===== config.mk =====
export PLATFORM = sky130hd
export DESIGN_NAME = tmsch_match
export DESIGN_NICKNAME = d
export VERILOG_FILES = /design/src/hw/rtl/tmsch_pkg.sv /design/src/hw/rtl/tmsch_match.sv
export SDC_FILE = /design/constraint.sdc
export NUM_CORES = 1
export LEC_CHECK = 0
export ABC_CLOCK_PERIOD_IN_PS = 5600
export BUFFER_PORTS_ARGS = -buffer_cell sky130_fd_sc_hd__buf_2
export CORE_AREA = 3 3 73 126
export CTS_BUF_LIST = sky130_fd_sc_hd__clkbuf_8
export CTS_CLUSTER_DIAMETER = 100
export DETAILED_ROUTE_END_ITERATION = 8
export DIE_AREA = 0 0 76 129
export GPL_TIMING_DRIVEN = 0
export PLACE_DENSITY = 0.83
export SLEW_MARGIN = 30
export SYNTH_ARGS = -nofsm -noshare
export SYNTH_HDL_FRONTEND = slang
export SYNTH_SLANG_ARGS = --single-unit

===== constraint.sdc =====
create_clock -name i_clk -period 5.6 [get_ports i_clk]
set_clock_uncertainty 0.1 [all_clocks]
set_input_delay 0.84 -clock i_clk [delete_from_list [all_inputs] [get_ports i_clk]]
set_output_delay 0.84 -clock i_clk [all_outputs]
set_load 0.1 [all_outputs]

===== src/hw/rtl/tmsch_pkg.sv =====
// Shared types and constants of the multi-timer event scheduler.
`default_nettype none
package tmsch_pkg;

    localparam int unsigned REG_W  = 32;
    localparam int unsigned ADDR_W = 5;

    localparam logic [2:0] REG_SYSTICK_PERIOD = 3'd0;
    localparam logic [2:0] REG_T1_MATCH       = 3'd1;
    localparam logic [2:0] REG_T1_PRESCALE    = 3'd2;
    localparam logic [2:0] REG_T2_MATCH       = 3'd3;
    localparam logic [2:0] REG_T2_PRESCALE    = 3'd4;
    localparam logic [2:0] REG_T1_IRQ_ENABLE  = 3'd5;
    localparam logic [2:0] REG_T2_IRQ_ENABLE  = 3'd6;

    localparam logic [REG_W-1:0] SYSTICK_PERIOD_RESET = 32'd25000;

    // Settings seen by the timer datapath; match limits are precomputed.
    typedef struct packed {
        logic [REG_W-1:0] systick_period;
        logic [REG_W-1:0] t1_limit;
        logic             t1_limit_over;
        logic [REG_W-1:0] t2_limit;
        logic             t2_limit_over;
        logic             t1_irq_enable;
        logic             t2_irq_enable;
    } t_tmsch_cfg;

endpackage
`default_nettype wire


===== src/hw/rtl/tmsch_match.sv =====
// One prescaled match timer: elapsed-time compare and restart register.
`default_nettype none
module tmsch_match
    import tmsch_pkg::*;
(
    input  wire logic             i_clk,
    input  wire logic             i_rst_n,
    input  wire logic             i_accept,
    input  wire logic [REG_W-1:0] i_now,
    input  wire logic [REG_W-1:0] i_limit,
    input  wire logic             i_limit_over,
    output logic                  o_matched
);

    logic [REG_W-1:0] r_last;
    logic [REG_W-1:0] elapsed;

    assign elapsed   = i_now - r_last;
    // A limit above 32 bits can never be reached.
    assign o_matched = !i_limit_over && (elapsed >= i_limit);

    always_ff @(posedge i_clk) begin
        if (!i_rst_n) begin
            r_last <= '0;
        end else if (i_accept && o_matched) begin
            r_last <= i_now;
        end
    end

endmodule
`default_nettype wire


Yosys cells after proc, flatten, opt, wreduce, memory -nomap -nowiden
Index checks and enable logic that the tools add are counted.

Word-level logic and storage cells: 6. Register bits: 32. Output and inout bits: 1. Input bits: 68.

Order comparisons: 1. Add/sub/neg operators: 1. Reduce and logical (&&, ||, !) cells: 3.

Operator list (count): >= comparator 32 bit (1); subtractor 32 bit (1); logical AND 1 bit (2); logical NOT 1 bit (1).

Logic depth before layout (Yosys ltp)
Depth after elaboration: 4. Depth in mapped cells: 20. Gate-level depth less buffers: 19.

Least setup slack after synthesis
OpenSTA, ideal clock, no wires.

Path kind: input port to output port. Start point: in i_now[0]. End point: out o_matched. Path buffers: 0. Arrival time: 4.462 ns. Data required time: 4.660 ns. Slack: 0.198 ns. Stages: 18. Path through: inv_1 -> ha_1 -> inv_1 -> fa_1 -> a21o_1 -> nand4_1 -> nand2_1 -> a21o_1 -> a211oi_1 -> nor4_1 -> nand3b_1 -> ha_1 -> nand4_1 -> or4_1 -> o21ai_1 -> o31a_2 -> o21ai_0 -> nand2_1.

Cells in the longest elaborated chain, start to end: 3.

Ends and longest elaborated chain: start, declared (RTL line tmsch_match.sv:9) `input wire logic [REG_W-1:0] i_now,`; subtractor 32 bit (RTL line tmsch_match.sv:18) `assign elapsed = i_now - r_last;`; >= comparator 32 bit (RTL line tmsch_match.sv:20) `assign o_matched = !i_limit_over && (elapsed >= i_limit);`; logical AND 1 bit (RTL line tmsch_match.sv:20); end, declared (RTL line tmsch_match.sv:12) `output logic o_matched`.

No other way between the ends.

Worst setup path in the final report
Ends and elaborated chain as after synthesis.

==> results by group <==
Clock network
  – Clk buf depth: 2
  – Clk slew on worst S/H paths: around 0.07 ns
  – H-tree depth: 2
  – Worst-skew pair later-pin latency: 0.30 ns
  – Clock Sink Count: 32
  – CTS tree: built
  – CTS Buf Count: 5
  – Hold buffers post-CTS: 0
  – Root Driver: clkbuf_8

Setup path
  – Crit path buf inv count: 4
  – Crit path max-delay cell type: or4_1
  – R2r worst-path depth: 17
  – Arr. time, crit path: around 4.4 ns
  – Setup CP Type: in -> out
  – Reg-to-Reg Start: r_last[14]
  – CP Capture Type: output pin
  – Worst setup SP type: primary input
  – Largest stage delay on the critical path: between 0.5 and 0.6 ns
  – Worst endpoint required time: 4.66 ns
  – Critical Path Start: i_now[0]
  – Worst-path maximum fanout: 3
  – Cell family with most CP delay: simple AND/OR/NAND/NOR gates
  – Crit path depth: 20
  – Worst-path cell chain: buf_2 -> inv_1 -> ha_1 -> inv_1 -> fa_1 -> a21o_1 -> nand4_1 -> nand2_2 -> a21o_1 -> a211oi_2 -> nor4_1 -> nand3b_1 -> ha_1 -> nand4_1 -> or4_1 -> o21ai_1 -> o31a_2 -> o21ai_0 -> nand2_1 -> buf_12

Timing
  – Crit share post-route: 0.960
  – RSZ-0062 raised after global routing: false
  – Total Neg Setup Slack: 0 ns
  – Final Setup Violations: 0
  – Max Slew Vio Count: 0
  – Max Fclk: approximately 0.19 GHz
  – Hold Vio Cnt, Final: 0
  – Min Tclk post-route: approximately 5.4 ns
  – Final hold slack: ~0.36 ns
  – Max-slew headroom: 0.676
  – Worst setup margin: between 0.2 and 0.25 ns
  – Worst-Margin Slew: ~0.48 ns

Synth
  – Synth Register Bits: 32
  – EDFF count, synth: 0
  – Mapped Cells: 545
  – Syn nets: a little under 700
  – Register area share after synthesis: 0.156
  – Async SR Flop Fraction: 0
  – Synth area leader: ha_1
  – Most common cell in the netlist: nand2_1
  – Synth top area cells: ha_1 19%, dfxtp_1 16%, mux2i_1 8.3%, nand2_1 8.0%, inv_1 6.7%
  – Commonest cells post-synth: 88 x nand2_1, 73 x inv_1, 63 x ha_1, 42 x a21oi_1, 34 x mux2i_1
  – Synth warn: 0
  – Top_reg_cell synth: dfxtp_1
  – Synthesized area: roughly 0.0041 sq mm
  – Synth unique cells: 60
  – Synth top area share: 0.192
  – Syn_area_per_cell: ~7.5 sq um

Placement
  – Inst Count DP: around 730
  – GPL Wtd Cong: 0.935
  – Post-DP HPWL: between 8000 and 9000 um
  – Post-detailed-placement cell area: approximately 0.0046 sq mm
  – Port Buffers: 67
  – Setup WS pre-CTS: -0.203 ns

Floorplanning
  – Die area: between 0.009 and 0.01 sq mm
  – IO Count: 69
  – Initial Util: 0.495
  – CORE AREA: around 0.0083 sq mm
  – Rows: 44
  – Die height: 129 um
  – Die W: between 70 and 80 um

Cells and area
  – Share of cells above drive strength 1: 0.156
  – Design Area, Final: between 0.004 and 0.005 sq mm
  – Fill cells: 765
  – Biggest registers after layout: r_last (32)
  – Most flop-heavy register: r_last
  – Number of antenna repair diodes: 0
  – Final Non-Filler Cells: roughly 740
  – Multi-input gate area: roughly 0.0030 sq mm
  – Fin nets: between 700 and 800
  – Max reg flops: 32
  – Storage cell area: roughly 640 sq um
  – Syn-to-layout area delta: 15.3%

Route
  – Vias per std cell: between 5 and 6
  – Initial DRC count: between 100 and 150
  – Total wire length: between 10000 and 15000 um
  – DRC: 0
  – Pre-Repair DR Iteration Count: 5
  – Via Count: between 4k and 5k
  – Antenna Nets Post-Route: 0
  – Wirelength per Cell: between 10 and 15 um

Status
  – Outcome: completed

Pwr
  – Switch share: 0.396
  – Power Density: around 210 mW/mm^2
  – P_leak: approximately 2.2 nW
  – Psw: 0.000401 W
  – Int Pwr: 0.000611 W
  – Sequential share of power: 0.249
  – Comb pwr share: 0.529
  – Power share of the clock group: 0.223
  – Max VDD drop: 0.122 mV

Global routing
  – Antenna violations before repair: 0
  – Global-route wire length before repair: between 15000 and 20000 um
  – Total GRT Usage: 0.213
  – Vias in the first global route: about 3.9k
  – GRT Residual Overflow: 0
  – Largest net degree at the start of global routing: 11

Hold path
  – Hold depth: 2
  – Hold Crit Start: r_last[25]
  – HP Class: reg -> reg

Run
  – Max-cap violations: 0
## path summary, 6_finish.rpt
kind                     end  slack [ns]
hold / removal    r_last[25]        0.36
hold reg to reg   r_last[25]        0.36
setup reg to reg  r_last[20]        1.10
setup / recovery   o_matched        0.22
## worst register-to-register path: stages (launching register included)
cell       delay, ns
dfxtp_1         0.34
inv_1           0.05
ha_1            0.36
a21oi_1         0.28
o211ai_1        0.15
a221o_1         0.34
o21ai_1         0.20
o2111ai_1       0.27
nor4b_1         0.32
nor3_1          0.10
ha_1            0.31
nand4_1         0.09
or2_2           0.30
o22a_1          0.23
a21boi_2        0.17
o2bb2ai_4       0.39
buf_12          0.20
mux2i_1         0.21
## power groups by stage
stage / Sequential, W / Clock [W] / Combinational, W
2_1_floorplan: 0.000255 / 0 / 0.000395
3_3_place_gp: 0.000256 / 0 / 0.000502
3_5_place_dp: 0.000257 / 0 / 0.000519
4_1_cts: 0.000252 / 0.000233 / 0.000528
5_1_grt: 0.000253 / 0.000241 / 0.000596
6_report: 0.000252 / 0.000225 / 0.000535
## cell type report
cell class              count  area share
clock buffers               5      0.0145
multi-input cells         420       0.640
inverters                  73      0.0578
repair buffers             69      0.0770
well taps                 115      0.0303
clock inverters             3     0.00818
plain buffers              20      0.0367
flip-flops and latches     32       0.135
## timing repair
| action | 4_1_cts | 5_1_grt |
|---|---|---|
| setup endpoints to repair | 1 | 1 |
| setup buffers | 0 | 2 |
| endpoints found under the hold margin | 0 | 0 |
| pin swaps | 0 | 5 |
| gates resized for setup | 3 | 4 |
## placed cells by master (no fill, tap or decap), types with 2 or more instances in the layout
| master | synthesis | final |
|---|---|---|
| nor3_1 | 5 | 5 |
| buf_12 | 3 | 4 |
| and3_1 | 3 | 3 |
| clkbuf_1 | 6 | 6 |
| a211oi_1 | 3 | 2 |
| o21ai_0 | 12 | 12 |
| inv_1 | 73 | 74 |
| dfxtp_1 | 32 | 32 |
| dlygate4sd3_1 | 6 | 6 |
| buf_2 | 4 | 70 |
| nand3_1 | 5 | 5 |
| o2111ai_1 | 3 | 3 |
| clkbuf_8 | 0 | 5 |
| xor2_1 | 7 | 7 |
| nand2b_1 | 4 | 4 |
| o21ai_1 | 5 | 4 |
| mux2i_1 | 34 | 34 |
| nor2_1 | 29 | 29 |
| xnor2_1 | 20 | 20 |
| nor2b_1 | 4 | 4 |
| o21bai_1 | 4 | 4 |
| buf_4 | 0 | 2 |
| a21o_1 | 30 | 30 |
| ha_1 | 63 | 63 |
| o21a_1 | 5 | 5 |
| nand2_1 | 88 | 87 |
| a211oi_2 | 1 | 2 |
| nand3b_1 | 2 | 2 |
| nand4_1 | 15 | 15 |
| and2_1 | 2 | 2 |
| a21oi_1 | 42 | 42 |
| a31oi_1 | 4 | 4 |
| a221o_1 | 2 | 2 |
## per-layer routing
layer | GRT usage | routed length [um]
met1 | 0.204 | 4040
met2 | 0.431 | 5640
met3 | 0.0308 | 356
met4 | 0.112 | 410
met5 | 0 | 0
## cells by family after synthesis
family                     Yosys count  share of synthesized area
and+or+nand+nor                    166                      0.184
AOI/OAI and AO/OA                  129                      0.215
adders and majority gates           64                      0.196
xor gates and xnor gates            27                     0.0575
muxes                               34                     0.0827
buffers and inverters               93                      0.109
DFF                                 32                      0.156
## per-stage QoR
stage / util / power (W)
floorplan: - / 0.000650
global placement: 0.553 / 0.000758
detailed placement: 0.553 / 0.000776
CTS: 0.567 / 0.00101
global route: 0.570 / 0.00109
finish: 0.570 / 0.00101
No activity file was read; power rests on OpenSTA's default activity.
